==> src/rtl/core/mtep_pkg.sv <==
// shared types and constants for the midi track event parser
// no dependencies; used by midi_track_event_parser
`default_nettype none

package mtep_pkg;

    localparam int POS_BITS   = 20;
    localparam int LEN_BITS   = 20;
    localparam int WIDE_BITS  = 28;
    localparam int FIFO_DEPTH = 8;
    localparam int FIFO_AW    = $clog2(FIFO_DEPTH);
    localparam int MAX_RES    = 3;

    // configuration register indexes
    localparam logic [1:0] CFG_STREAM_LENGTH = 2'd0;
    localparam logic [1:0] CFG_SONG_IS_MUSIC = 2'd1;
    localparam logic [1:0] CFG_VOICE_ID      = 2'd2;
    localparam logic [1:0] CFG_REVERB_DEPTH  = 2'd3;

    localparam logic [LEN_BITS-1:0] STREAM_LENGTH_RST = 20'hFFFFF;
    localparam logic [6:0]          VOICE_ID_RST      = 7'd15;

    // track byte codes
    localparam logic [7:0] STATUS_META = 8'hFF;
    localparam logic [7:0] META_TEXT   = 8'h07;
    localparam logic [7:0] META_END    = 8'h2F;
    localparam logic [7:0] META_TEMPO  = 8'h51;
    localparam logic [7:0] META_SEQ    = 8'h7F;
    localparam logic [7:0] SEQ_MARK    = 8'h23;
    localparam logic [7:0] SEQ_JUMP    = 8'h20;
    localparam logic [7:0] TEMPO_LEN   = 8'h03;

    // channel event kinds, status high nibble minus 8
    localparam logic [2:0] KIND_NOTE_OFF = 3'd0;
    localparam logic [2:0] KIND_NOTE_ON  = 3'd1;
    localparam logic [2:0] KIND_CONTROL  = 3'd3;
    localparam logic [2:0] KIND_PROGRAM  = 3'd4;
    localparam logic [2:0] KIND_PRESSURE = 3'd5;
    localparam logic [2:0] KIND_BEND     = 3'd6;

    typedef enum logic [3:0] {
        EV_DELTA    = 4'd0,
        EV_NOTE_OFF = 4'd1,
        EV_NOTE_ON  = 4'd2,
        EV_REVERB   = 4'd3,
        EV_CONTROL  = 4'd4,
        EV_PROGRAM  = 4'd5,
        EV_PRESSURE = 4'd6,
        EV_BEND     = 4'd7,
        EV_TEMPO    = 4'd8,
        EV_MARK     = 4'd9,
        EV_JUMP     = 4'd10,
        EV_END      = 4'd11,
        EV_ERROR    = 4'd12
    } t_event_code;

    typedef struct packed {
        t_event_code          code;
        logic [6:0]           channel;
        logic [7:0]           first_value;
        logic [7:0]           second_value;
        logic [WIDE_BITS-1:0] wide_value;
        logic                 last;
    } t_result;

    function automatic t_result mk_res(t_event_code code, logic [6:0] channel,
                                       logic [7:0] first_value,
                                       logic [7:0] second_value,
                                       logic [WIDE_BITS-1:0] wide_value);
        t_result r;
        r.code         = code;
        r.channel      = channel;
        r.first_value  = first_value;
        r.second_value = second_value;
        r.wide_value   = wide_value;
        r.last         = 1'b0;
        return r;
    endfunction

endpackage

`default_nettype wire

==> src/rtl/core/midi_track_event_parser.sv <==
// results of a byte are written into the result buffer when the byte is taken and offered from its head
// throughput: one track byte per cycle; each byte gives up to three results,
// drained one per cycle while the receiver is ready, through an eight-entry result buffer,
// and the byte side stalls while fewer than three buffer slots are free
// reset (i_rst_n low, synchronous): parser back to the delta of position zero,
// buffer empty, configuration to its defaults; depends on mtep_pkg
`default_nettype none

module midi_track_event_parser (
    input  wire logic        i_clk,
    input  wire logic        i_rst_n,
    // track bytes
    input  wire logic        i_s_axis_tvalid,
    output logic             o_s_axis_tready,
    input  wire logic [7:0]  i_s_axis_tdata,   // [7:0] data_byte
    input  wire logic        i_s_axis_tuser,   // [0] start_of_track
    // results
    output logic             o_m_axis_tvalid,
    input  wire logic        i_m_axis_tready,
    // [6:0] channel, [14:7] first_value, [22:15] second_value,
    // [50:23] wide_value, [55:51] zero
    output logic [55:0]      o_m_axis_tdata,
    output logic [3:0]       o_m_axis_tuser,   // [3:0] event_code
    output logic             o_m_axis_tlast,
    // configuration writes
    input  wire logic        i_cfg_valid,
    output logic             o_cfg_ready,
    input  wire logic [1:0]  i_cfg_index,
    input  wire logic [19:0] i_cfg_data
);

    typedef enum logic [4:0] {
        PH_DELTA0, PH_DELTAN, PH_STATUS,
        PH_NOFF_KEY, PH_NON_KEY, PH_NON_VEL,
        PH_CTRL_NUM, PH_CTRL_VAL, PH_PROG, PH_PRESS, PH_BEND1, PH_BEND2,
        PH_META_TYPE, PH_TEXT_LEN, PH_TEXT_SKIP, PH_END_LEN,
        PH_TEMPO_LEN, PH_TEMPO0, PH_TEMPO1, PH_TEMPO2,
        PH_SEQ_LEN, PH_SEQ_MAN, PH_SEQ_TYPE, PH_JUMP1, PH_JUMP2
    } t_phase;

    localparam int PB = mtep_pkg::POS_BITS;
    localparam int WB = mtep_pkg::WIDE_BITS;
    localparam int AW = mtep_pkg::FIFO_AW;
    localparam int CW = AW + 1;

    // configuration
    logic [mtep_pkg::LEN_BITS-1:0] r_stream_length;
    logic                          r_song_is_music;
    logic [6:0]                    r_voice_id;
    logic [6:0]                    r_reverb_depth;

    // parser state
    t_phase        r_phase,      n_phase;
    logic [PB-1:0] r_pos,        n_pos;
    logic [PB-1:0] r_mark_pos,   n_mark_pos;
    logic          r_mark_valid, n_mark_valid;
    logic [WB-1:0] r_delta,      n_delta;
    logic [1:0]    r_delta_cnt,  n_delta_cnt;
    logic [6:0]    r_chan,       n_chan;
    logic [7:0]    r_held,       n_held;
    logic [7:0]    r_skip,       n_skip;
    logic [23:0]   r_tempo,      n_tempo;
    logic          r_ended,      n_ended;

    // result buffer
    mtep_pkg::t_result r_fifo [mtep_pkg::FIFO_DEPTH];
    logic [AW-1:0]     r_wr_ptr;
    logic [AW-1:0]     r_rd_ptr;
    logic [CW-1:0]     r_count;

    mtep_pkg::t_result res [mtep_pkg::MAX_RES];
    logic [1:0]        n_res;
    logic              done;
    logic [7:0]        b;
    logic              in_fire;
    logic              out_fire;
    logic [1:0]        push_cnt;
    mtep_pkg::t_result head;

    assign b        = i_s_axis_tdata;
    assign in_fire  = i_s_axis_tvalid && o_s_axis_tready;
    assign out_fire = o_m_axis_tvalid && i_m_axis_tready;
    assign push_cnt = in_fire ? n_res : 2'd0;

    assign o_s_axis_tready = (r_count <= CW'(mtep_pkg::FIFO_DEPTH - mtep_pkg::MAX_RES));
    assign o_cfg_ready     = 1'b1;

    assign head            = r_fifo[r_rd_ptr];
    assign o_m_axis_tvalid = (r_count != '0);
    assign o_m_axis_tuser  = head.code;
    assign o_m_axis_tlast  = head.last;
    assign o_m_axis_tdata  = {5'd0, head.wide_value, head.second_value,
                              head.first_value, head.channel};

    always_comb begin
        n_phase      = r_phase;
        n_pos        = r_pos;
        n_mark_pos   = r_mark_pos;
        n_mark_valid = r_mark_valid;
        n_delta      = r_delta;
        n_delta_cnt  = r_delta_cnt;
        n_chan       = r_chan;
        n_held       = r_held;
        n_skip       = r_skip;
        n_tempo      = r_tempo;
        n_ended      = r_ended;
        n_res        = 2'd0;
        done         = 1'b0;
        for (int k = 0; k < mtep_pkg::MAX_RES; k++) begin
            res[k] = mtep_pkg::mk_res(mtep_pkg::EV_DELTA, '0, '0, '0, '0);
        end

        if (i_s_axis_tuser) begin
            n_phase      = PH_DELTA0;
            n_pos        = '0;
            n_mark_pos   = '0;
            n_mark_valid = 1'b0;
            n_delta      = '0;
            n_delta_cnt  = '0;
            n_chan       = '0;
            n_held       = '0;
            n_skip       = '0;
            n_tempo      = '0;
            n_ended      = 1'b0;
        end

        if (!n_ended) begin
            if (32'(n_pos) >= 32'(r_stream_length)) begin
                res[n_res] = mtep_pkg::mk_res(mtep_pkg::EV_ERROR, '0, '0, '0, '0);
                n_res      = n_res + 2'd1;
                n_ended    = 1'b1;
            end else begin
                n_pos = n_pos + PB'(1);
                unique case (n_phase)
                    PH_DELTA0: begin
                        if (b[7]) begin
                            n_delta     = WB'(b[6:0]);
                            n_delta_cnt = 2'd0;
                            n_phase     = PH_DELTAN;
                        end else begin
                            n_delta    = WB'(b);
                            res[n_res] = mtep_pkg::mk_res(mtep_pkg::EV_DELTA, '0, '0, '0,
                                                          WB'(b));
                            n_res      = n_res + 2'd1;
                            n_phase    = PH_STATUS;
                        end
                    end
                    PH_DELTAN: begin
                        n_delta     = {n_delta[WB-8:0], b[6:0]};
                        n_delta_cnt = n_delta_cnt + 2'd1;
                        if (!b[7] || n_delta_cnt == 2'd3) begin
                            res[n_res] = mtep_pkg::mk_res(mtep_pkg::EV_DELTA, '0, '0, '0,
                                                          n_delta);
                            n_res      = n_res + 2'd1;
                            n_phase    = PH_STATUS;
                        end
                    end
                    PH_STATUS: begin
                        if (b == mtep_pkg::STATUS_META) begin
                            n_phase = PH_META_TYPE;
                        end else if (b[7] && (b[6:4] != 3'd7)) begin
                            n_chan = r_song_is_music ? {3'd0, b[3:0]} : r_voice_id;
                            unique case (b[6:4])
                                mtep_pkg::KIND_NOTE_OFF: n_phase = PH_NOFF_KEY;
                                mtep_pkg::KIND_NOTE_ON:  n_phase = PH_NON_KEY;
                                mtep_pkg::KIND_CONTROL:  n_phase = PH_CTRL_NUM;
                                mtep_pkg::KIND_PROGRAM:  n_phase = PH_PROG;
                                mtep_pkg::KIND_PRESSURE: n_phase = PH_PRESS;
                                mtep_pkg::KIND_BEND:     n_phase = PH_BEND1;
                                default:                 done    = 1'b1;
                            endcase
                        end else begin
                            done = 1'b1;
                        end
                    end
                    PH_NOFF_KEY: begin
                        res[n_res] = mtep_pkg::mk_res(mtep_pkg::EV_NOTE_OFF, n_chan, b, '0,
                                                      '0);
                        n_res      = n_res + 2'd1;
                        done       = 1'b1;
                    end
                    PH_NON_KEY: begin
                        n_held  = b;
                        n_phase = PH_NON_VEL;
                    end
                    PH_NON_VEL: begin
                        res[n_res] = mtep_pkg::mk_res(mtep_pkg::EV_REVERB, r_voice_id,
                                                      {1'b0, r_reverb_depth}, '0, '0);
                        n_res      = n_res + 2'd1;
                        res[n_res] = mtep_pkg::mk_res(mtep_pkg::EV_NOTE_ON, n_chan, n_held,
                                                      b, '0);
                        n_res      = n_res + 2'd1;
                        done       = 1'b1;
                    end
                    PH_CTRL_NUM: begin
                        n_held  = b;
                        n_phase = PH_CTRL_VAL;
                    end
                    PH_CTRL_VAL: begin
                        res[n_res] = mtep_pkg::mk_res(mtep_pkg::EV_CONTROL, n_chan, n_held,
                                                      b, '0);
                        n_res      = n_res + 2'd1;
                        done       = 1'b1;
                    end
                    PH_PROG: begin
                        res[n_res] = mtep_pkg::mk_res(mtep_pkg::EV_PROGRAM, n_chan, b, '0,
                                                      '0);
                        n_res      = n_res + 2'd1;
                        done       = 1'b1;
                    end
                    PH_PRESS: begin
                        res[n_res] = mtep_pkg::mk_res(mtep_pkg::EV_PRESSURE, n_chan, b, '0,
                                                      '0);
                        n_res      = n_res + 2'd1;
                        done       = 1'b1;
                    end
                    PH_BEND1: begin
                        n_held  = b;
                        n_phase = PH_BEND2;
                    end
                    PH_BEND2: begin
                        res[n_res] = mtep_pkg::mk_res(mtep_pkg::EV_BEND, n_chan, '0, '0,
                                                      WB'({b, n_held[7:1]}));
                        n_res      = n_res + 2'd1;
                        done       = 1'b1;
                    end
                    PH_META_TYPE: begin
                        priority if (b == mtep_pkg::META_TEXT)  n_phase = PH_TEXT_LEN;
                        else if (b == mtep_pkg::META_END)       n_phase = PH_END_LEN;
                        else if (b == mtep_pkg::META_TEMPO)     n_phase = PH_TEMPO_LEN;
                        else if (b == mtep_pkg::META_SEQ)       n_phase = PH_SEQ_LEN;
                        else                                    done    = 1'b1;
                    end
                    PH_TEXT_LEN: begin
                        n_skip = b;
                        if (b == 8'd0) begin
                            done = 1'b1;
                        end else begin
                            n_phase = PH_TEXT_SKIP;
                        end
                    end
                    PH_TEXT_SKIP: begin
                        n_skip = n_skip - 8'd1;
                        if (n_skip == 8'd0) begin
                            done = 1'b1;
                        end
                    end
                    PH_END_LEN: begin
                        res[n_res] = mtep_pkg::mk_res(mtep_pkg::EV_END, '0, '0, '0, '0);
                        n_res      = n_res + 2'd1;
                        n_ended    = 1'b1;
                    end
                    PH_TEMPO_LEN: begin
                        if (b == mtep_pkg::TEMPO_LEN) begin
                            n_phase = PH_TEMPO0;
                        end else begin
                            done = 1'b1;
                        end
                    end
                    PH_TEMPO0: begin
                        n_tempo = {16'd0, b};
                        n_phase = PH_TEMPO1;
                    end
                    PH_TEMPO1: begin
                        n_tempo = {n_tempo[15:0], b};
                        n_phase = PH_TEMPO2;
                    end
                    PH_TEMPO2: begin
                        n_tempo = {n_tempo[15:0], b};
                        if (n_tempo != 24'd0) begin
                            res[n_res] = mtep_pkg::mk_res(mtep_pkg::EV_TEMPO, '0, '0, '0,
                                                          WB'(n_tempo));
                            n_res      = n_res + 2'd1;
                        end
                        done = 1'b1;
                    end
                    PH_SEQ_LEN: begin
                        n_phase = PH_SEQ_MAN;
                    end
                    PH_SEQ_MAN: begin
                        if (b == 8'd0) begin
                            n_phase = PH_SEQ_TYPE;
                        end else begin
                            done = 1'b1;
                        end
                    end
                    PH_SEQ_TYPE: begin
                        priority if (b == mtep_pkg::SEQ_MARK) begin
                            n_mark_pos   = n_pos;
                            n_mark_valid = 1'b1;
                            res[n_res]   = mtep_pkg::mk_res(mtep_pkg::EV_MARK, '0, '0, '0,
                                                            WB'(n_pos));
                            n_res        = n_res + 2'd1;
                            done         = 1'b1;
                        end else if (b == mtep_pkg::SEQ_JUMP) begin
                            n_phase = PH_JUMP1;
                        end else begin
                            done = 1'b1;
                        end
                    end
                    PH_JUMP1: begin
                        n_phase = PH_JUMP2;
                    end
                    PH_JUMP2: begin
                        if (n_mark_valid) begin
                            n_pos      = n_mark_pos;
                            res[n_res] = mtep_pkg::mk_res(mtep_pkg::EV_JUMP, '0, '0, '0,
                                                          WB'(n_mark_pos));
                            n_res      = n_res + 2'd1;
                        end
                        done = 1'b1;
                    end
                    default: begin
                        n_phase = PH_DELTA0;
                    end
                endcase

                if (done) begin
                    if (32'(n_pos) >= 32'(r_stream_length)) begin
                        res[n_res] = mtep_pkg::mk_res(mtep_pkg::EV_END, '0, '0, '0, '0);
                        n_res      = n_res + 2'd1;
                        n_ended    = 1'b1;
                    end else begin
                        n_phase = PH_DELTA0;
                    end
                end
            end
        end

        if (n_res != 2'd0) begin
            res[n_res - 2'd1].last = 1'b1;
        end
    end

    always_ff @(posedge i_clk) begin
        if (!i_rst_n) begin
            r_stream_length <= mtep_pkg::STREAM_LENGTH_RST;
            r_song_is_music <= 1'b1;
            r_voice_id      <= mtep_pkg::VOICE_ID_RST;
            r_reverb_depth  <= '0;
        end else if (i_cfg_valid && o_cfg_ready) begin
            unique case (i_cfg_index)
                mtep_pkg::CFG_STREAM_LENGTH: r_stream_length <= i_cfg_data;
                mtep_pkg::CFG_SONG_IS_MUSIC: r_song_is_music <= i_cfg_data[0];
                mtep_pkg::CFG_VOICE_ID:      r_voice_id      <= i_cfg_data[6:0];
                mtep_pkg::CFG_REVERB_DEPTH:  r_reverb_depth  <= i_cfg_data[6:0];
                default:                     r_reverb_depth  <= r_reverb_depth;
            endcase
        end
    end

    always_ff @(posedge i_clk) begin
        if (!i_rst_n) begin
            r_phase      <= PH_DELTA0;
            r_pos        <= '0;
            r_mark_pos   <= '0;
            r_mark_valid <= 1'b0;
            r_delta      <= '0;
            r_delta_cnt  <= '0;
            r_chan       <= '0;
            r_held       <= '0;
            r_skip       <= '0;
            r_tempo      <= '0;
            r_ended      <= 1'b0;
        end else if (in_fire) begin
            r_phase      <= n_phase;
            r_pos        <= n_pos;
            r_mark_pos   <= n_mark_pos;
            r_mark_valid <= n_mark_valid;
            r_delta      <= n_delta;
            r_delta_cnt  <= n_delta_cnt;
            r_chan       <= n_chan;
            r_held       <= n_held;
            r_skip       <= n_skip;
            r_tempo      <= n_tempo;
            r_ended      <= n_ended;
        end
    end

    always_ff @(posedge i_clk) begin
        if (!i_rst_n) begin
            r_wr_ptr <= '0;
            r_rd_ptr <= '0;
            r_count  <= '0;
        end else begin
            r_wr_ptr <= r_wr_ptr + AW'(push_cnt);
            if (out_fire) begin
                r_rd_ptr <= r_rd_ptr + AW'(1);
            end
            r_count <= r_count + CW'(push_cnt) - CW'(out_fire);
        end
    end

    always_ff @(posedge i_clk) begin
        for (int k = 0; k < mtep_pkg::MAX_RES; k++) begin
            if (k < int'(push_cnt)) begin
                r_fifo[r_wr_ptr + AW'(k)] <= res[k];
            end
        end
    end

endmodule

`default_nettype wire

==> config.mk <==
export PLATFORM = sky130hd
export DESIGN_NAME = midi_track_event_parser
export DESIGN_NICKNAME = d
export VERILOG_FILES = /design/src/rtl/core/mtep_pkg.sv /design/src/rtl/core/midi_track_event_parser.sv
export SDC_FILE = /design/constraint.sdc
export NUM_CORES = 1
export LEC_CHECK = 0
export BUFFER_PORTS_ARGS = -buffer_cell sky130_fd_sc_hd__buf_4
export CAP_MARGIN = 20
export CORE_MARGIN = 5
export CORE_UTILIZATION = 49
export CTS_CLUSTER_DIAMETER = 100
export DETAILED_ROUTE_END_ITERATION = 16
export GPL_ROUTABILITY_DRIVEN = 1
export PLACE_DENSITY = 0.65
export SYNTH_ARGS = -nofsm -noshare
export SYNTH_HDL_FRONTEND = slang
export SYNTH_SLANG_ARGS = --single-unit
==> constraint.sdc <==
create_clock -name i_clk -period 13.6 [get_ports i_clk]
set_clock_uncertainty 0.05 [all_clocks]
set_input_delay 1.36 -clock i_clk [delete_from_list [all_inputs] [get_ports i_clk]]
set_output_delay 1.36 -clock i_clk [all_outputs]
set_load 0.05 [all_outputs]
# [Yosys cells after proc, flatten, opt, wreduce, memory -nomap -nowiden]
# Memory sizes are Yosys's and may differ from the RTL's. A register that Yosys moved wholly into a read port is not among the register bits.
# Index checks and enable logic that the tools add are counted.
[op_classes] addsub=11 n_mul=0 div=0 magnitude_cmp=10 eq_ne=42 shifts=0 n_mux=130 bitwise=5 n_reduce_logical=25
[op_table] operator="$mux W168" n=4
[op_table] operator="$pmux W56 S12" n=1
[op_table] operator="$mux W56" n=9
[op_table] operator="$mux W20" n=12
[op_table] operator="$demux W56 S2" n=2
[op_table] operator="$bwmux W168" n=1
[op_table] operator="$and A159 B159 Y159" n=1
[op_table] operator="$not A159 Y159" n=1
[op_table] operator="$mux W112" n=1
[op_table] operator="$mux W5" n=17
[op_table] operator="$mux W28" n=3
[op_table] operator="$pmux W5 S16" n=1
[op_table] operator="$mux W24" n=3
[op_table] operator="$mux W8" n=8
[op_table] operator="$pmux W28 S2" n=1
[op_table] operator="$mux W54" n=1
[op_table] operator="$mux W7" n=7
[op_table] operator="$pmux W24 S2" n=1
[op_table] operator="$eq A5 B5 Y1 const B" n=9
[op_table] operator="$eq A5 B4 Y1 const B" n=8
[op_table] operator="$ge A20 B20 Y1" n=2
[op_table] operator="$mux W1" n=38
[op_table] operator="$pmux W5 S6" n=1
[op_table] operator="$mux W29" n=1
[op_table] operator="52 further kinds" n=90
[totals] regBits=169 latchBits=0 ram_bits=448 rom_bits=0 output_inout_bits=64 wordCells=242 n_memories=1
[memory_table] memory="r_fifo" words=8 word_bits=56 read_ports=1 rd_ports_with_merged_regs=1 wr=3 line="midi_track_event_parser.sv:66" text="mtep_pkg::t_result r_fifo [mtep_pkg::FIFO_DEPTH];"

# [Logic depth before layout (Yosys ltp)]
[logic_depth] ltp_word=21 depth_mapped=32

# [Least setup slack after synthesis]
# No wires, ideal clock.
[synth_path] path_type="input port to flip-flop" start="in i_s_axis_tuser" end="mem r_fifo[3][0] in the netlist's numbering, enable pin" arrival_ns=10.316 required_time_ns=12.997 setup_slack_ns=2.681 cell_stages=23 cell_sequence="buf_2 -> buf_2 -> clkbuf_1 -> buf_1 -> clkbuf_1 -> clkbuf_1 -> nor2b_1 -> ha_1 -> nand3_1 -> nor4_1 -> nand2_1 -> nor2_1 -> xor2_1 -> mux2_2 -> ha_1 -> a21o_1 -> a21o_1 -> a221oi_1 -> inv_1 -> o22ai_4 -> mux2i_1 -> o311ai_1 -> o31ai_1"
[synth_lines] item="start: declaration" line="midi_track_event_parser.sv:16" text="input wire logic i_s_axis_tuser,"
[synth_lines] item="end: declaration" line="midi_track_event_parser.sv:66"

==> summary.md <==
| Metric | Value |
|---|---|
| Hold_sp | `r_delta_cnt[0]` |
| Max FO, Critical Path | `71` |
| Mapped Area | `0.0317 sq mm` |
| Sequential area share after synthesis | `52.4%` |
| Least-Margin Pin Slew | `1150 ps` |
| Power density cells | `149 mW/mm^2` |
| Number of flops mapped to enable cells by yosys | `about 450` |
| WP data arrival | `around 9300 ps` |
| First-pass GRT wire length | `approximately 140 mm` |
| Metal-1 WL | `40.7 mm` |
| Metal3 WL | `between 7 and 8 mm` |
| RSZ-0062 raised after global routing | `false` |
| LEAKAGE | `12.6 nW` |
| Num CTS Buffers | `67` |
| Number of global-route vias before repair | `22,904` |
| Crit path from | `i_s_axis_tuser` |
| Worst slew margin relative to its limit | `roughly 22%` |
| Final hold viol count | `0` |
| Die Height | `264 microns` |
| Cells after Synth | `between 2,000 and 3,000` |
| Clock Pin Slew Worst Setup and Hold Paths | `60 ps` |
| Main synth FF type | `edfxtp_1` |
| Post-layout power | `about 0.0053 W` |
| Crit start category | `input port` |
| Post-synthesis area per instance | `11.4 sq um` |
| Slowest cell on the critical path | `or2_1` |
| TritonCTS clock tree | `built` |
| Min-Delay Path Class | `reg -> reg` |
| Drt pass-1 iters | `10` |
| Setup TNS | `0 ps` |
| Post-DR wirelength/cell | `between 20 and 30 microns` |
| Starting Density | `49.3%` |
| Metal2 WL | `43.3 mm` |
| Required @ worst endpoint | `13,790 ps` |
| Share of cells above drive strength 1 | `19.3%` |
| Global-route usage over all layers | `26.5%` |
| Congestion Overflow GR | `0` |
| DR top layer | `met4` |
| Via Count | `22,956` |
| Antenna Cells | `0` |
| Largest net degree at the start of global routing | `84` |
| CP Buf/Inv Count | `5` |
| Die Area | `0.0698 sq mm` |
| Clock Path Buffers | `3` |
| Critical path endpoint category | `register` |
| Filler instances | `approximately 5,400` |
| PostCTS Resize Cnt | `0` |
| Final instance area | `0.0352 sq mm` |
| DP Wirelength | `about 64 mm` |
| Final setup viols | `0` |
| Max_cap viols | `0` |
| F_max | `0.110 GHz` |
| Final period utilization | `approximately two thirds` |
| Postcts setup bufs | `0` |
| Core area | `between 0.06 and 0.07 sq mm` |
| PortBufs | `93` |
| DRC | `0` |
| Final min period | `about 9100 ps` |
| Placed Instance Area | `0.0330 sq mm` |
| Worst-path cell chain | `buf_4, buf_4, nor2b_1, nand4_1, nor4_1, nand4_1, xor2_1, o21ai_0, ha_1, nand4_1, inv_1, a221oi_1, inv_1, o22ai_4, xnor2_2, nor4_4, or2_1, o21bai_4, buf_4` |
| CTS Sinks | `between 600 and 700` |
| Slew Viols, Final | `0` |
| Synthesis-stage register bit count | `605` |
| Async S/R FF share, synth | `0%` |
| DR iter-0 viols | `2,785` |
| Placer congestion estimate | `~0.95` |
| Synthesis-to-finish area growth | `11.2%` |
| Routed Antenna Nets | `0` |
| Yosys warns | `0` |
| Worst path max stage delay | `a little under 1000 ps` |
| Final hold slack | `~420 ps` |
| Clock Tree Root | `clkbuf_16` |
| Die Wd | `264 microns` |
| Rows | `between 90 and 100` |
| Max IR drop VDD | `0.106 mV` |
| Worst r2r src | `r_pos[0]` |
| Detail-routed via count per cell | `6.20` |
| Hold_buf cts | `0` |
| Clock H-tree levels | `3` |
| Fin nets | `2,892` |
| Final WL | `94.1 mm` |
| I/O pins | `100` |
| Status | `finished clean` |
| Crit path max-delay family | `simple AND/OR/NAND/NOR gates` |
| Initial antenna violation count | `1` |
| CP Class | `in -> reg` |
| Worst skew pair latency | `610 ps` |
| Synth cell types | `slightly above 90` |
-- layout by cell type (no fill, tap or decap), types with 8 or more instances in the layout --
cell type / netlist / layout
edfxtp_1: 448 / 448
nand2b_1: 10 / 10
xor2_1: 15 / 15
a21boi_0: 8 / 8
nor2_1: 466 / 465
xnor2_1: 17 / 17
a21oi_1: 81 / 80
nand4_1: 19 / 19
clkinv_2: 0 / 9
nor2b_1: 148 / 148
nor4_1: 21 / 15
o211ai_1: 26 / 26
dfxtp_1: 157 / 154
ha_1: 57 / 57
a222oi_1: 14 / 14
nor3_1: 26 / 25
and2_1: 25 / 25
nor4_2: 6 / 10
a22o_1: 9 / 9
mux2i_1: 68 / 68
inv_1: 44 / 44
a22oi_1: 107 / 107
clkbuf_16: 0 / 69
clkbuf_1: 115 / 23
and3_1: 47 / 47
nand2_1: 247 / 246
buf_4: 15 / 145
o21ai_0: 64 / 63
mux2_2: 141 / 141
mux4_2: 112 / 112
nand3_1: 34 / 34
-- metal layers --
layer / GRT usage [%] / vias up
li1: - / 10281
met1: 38.7 / 11470
met2: 41.1 / 1035
met3: 4.16 / 170
met4: 7.94 / 0
met5: 0 / -
-- path summary, 6_finish.rpt --
check                    to  slack (ps)  cells past startpoint
max           r_fifo[7][49]        4480                     19
min reg2reg  r_delta_cnt[0]         420                      1
max reg2reg   r_fifo[7][49]        5180                     18
min          r_delta_cnt[0]         420                      1
-- flip-flops by register name (all words and copies together) (netlist names), 4 cells and up, named ones only --
signal / flops
r_phase: 5
r_pos: 20
r_stream_length: 20
r_count: 4
r_delta: 21
r_chan: 7
r_fifo: 448
r_mark_pos: 20
r_voice_id: 7
r_skip: 8
r_reverb_depth: 7
r_held: 8
r_tempo: 16
-- Yosys cell counts, drive strengths merged, types with 4 or more instances --
library cell | count | area, sq um
o21ai | 71 | 355
a22oi | 107 | 803
o31ai | 8 | 60.1
a2bb2oi | 8 | 87.6
xnor2 | 18 | 165
a21o | 11 | 82.6
nand2 | 250 | 961
o21bai | 4 | 30.0
or4 | 11 | 105
a211oi | 4 | 30.0
a21boi | 8 | 60.1
ha | 57 | 713
xor2 | 15 | 131
nor2b | 148 | 926
buf | 85 | 503
and2 | 28 | 175
a31oi | 6 | 37.5
nand2b | 10 | 62.6
a222oi | 14 | 140
nand3 | 34 | 170
edfxtp | 448 | 13500
nor3b | 7 | 52.6
nor3 | 27 | 140
o22ai | 5 | 45.0
mux4 | 112 | 2520
or2 | 9 | 56.3
inv | 44 | 165
clkbuf | 115 | 432
a2111oi | 4 | 72.6
nor2 | 466 | 1750
mux2i | 69 | 703
nor4 | 31 | 292
nand4 | 19 | 119
a22o | 9 | 78.8
mux2 | 145 | 1630
o211ai | 27 | 208
and3 | 47 | 294
a21oi | 81 | 405
dfxtp | 157 | 3140
-- where the power goes --
group,internal (W),switching (W)
registers,0.00204,0.0000775
clock network,0.00100,0.000752
logic,0.000518,0.000862
-- worst reg2reg max path, delay by kind of cell, from the launching register on --
| family | cells | cell delay (ps) |
|---|---|---|
| AND/OR/NAND/NOR | 7 | 3540 |
| AO/OA/AOI/OAI | 4 | 1910 |
| adder cells (fa/ha/maj) | 2 | 590 |
| flip-flops | 1 | 340 |
| XOR/XNOR | 2 | 690 |
| buffers and inverters | 3 | 870 |
-- stage by stage --
step | instances | utilization (%) | setup slack, ps
floorplan | 2778 | - | 2680
global placement | 3577 | 51.4 | 4110
detailed placement | 3579 | 51.4 | 3840
CTS | 3697 | 54.7 | 4480
global route | 3701 | 54.8 | 4080
finish | 3701 | 54.8 | 4480
-- area by class of cell --
class	count	area, sq um	share of cell area, %
sequential	605	16600	47.2
multi-input combinational	1928	14100	40.0
clock buffer	96	1870	5.30
timing repair buffer	150	1170	3.32
tap	855	1070	3.04
clock inverter	22	236	0.671
inverter	45	169	0.480
-- cell families after synthesis --
logic type / count (synthesis) / share of synthesized area [%]
and+or+nand+nor: 1104 / 16.6
AOI/OAI and AO/OA: 400 / 8.84
muxes: 326 / 15.3
other: 2 / 0.0237
xor gates and xnor gates: 33 / 0.937
buffers and inverters: 245 / 3.49
adders and majority gates: 59 / 2.38
DFF: 605 / 52.4
(Power assumes the default switching activity.)
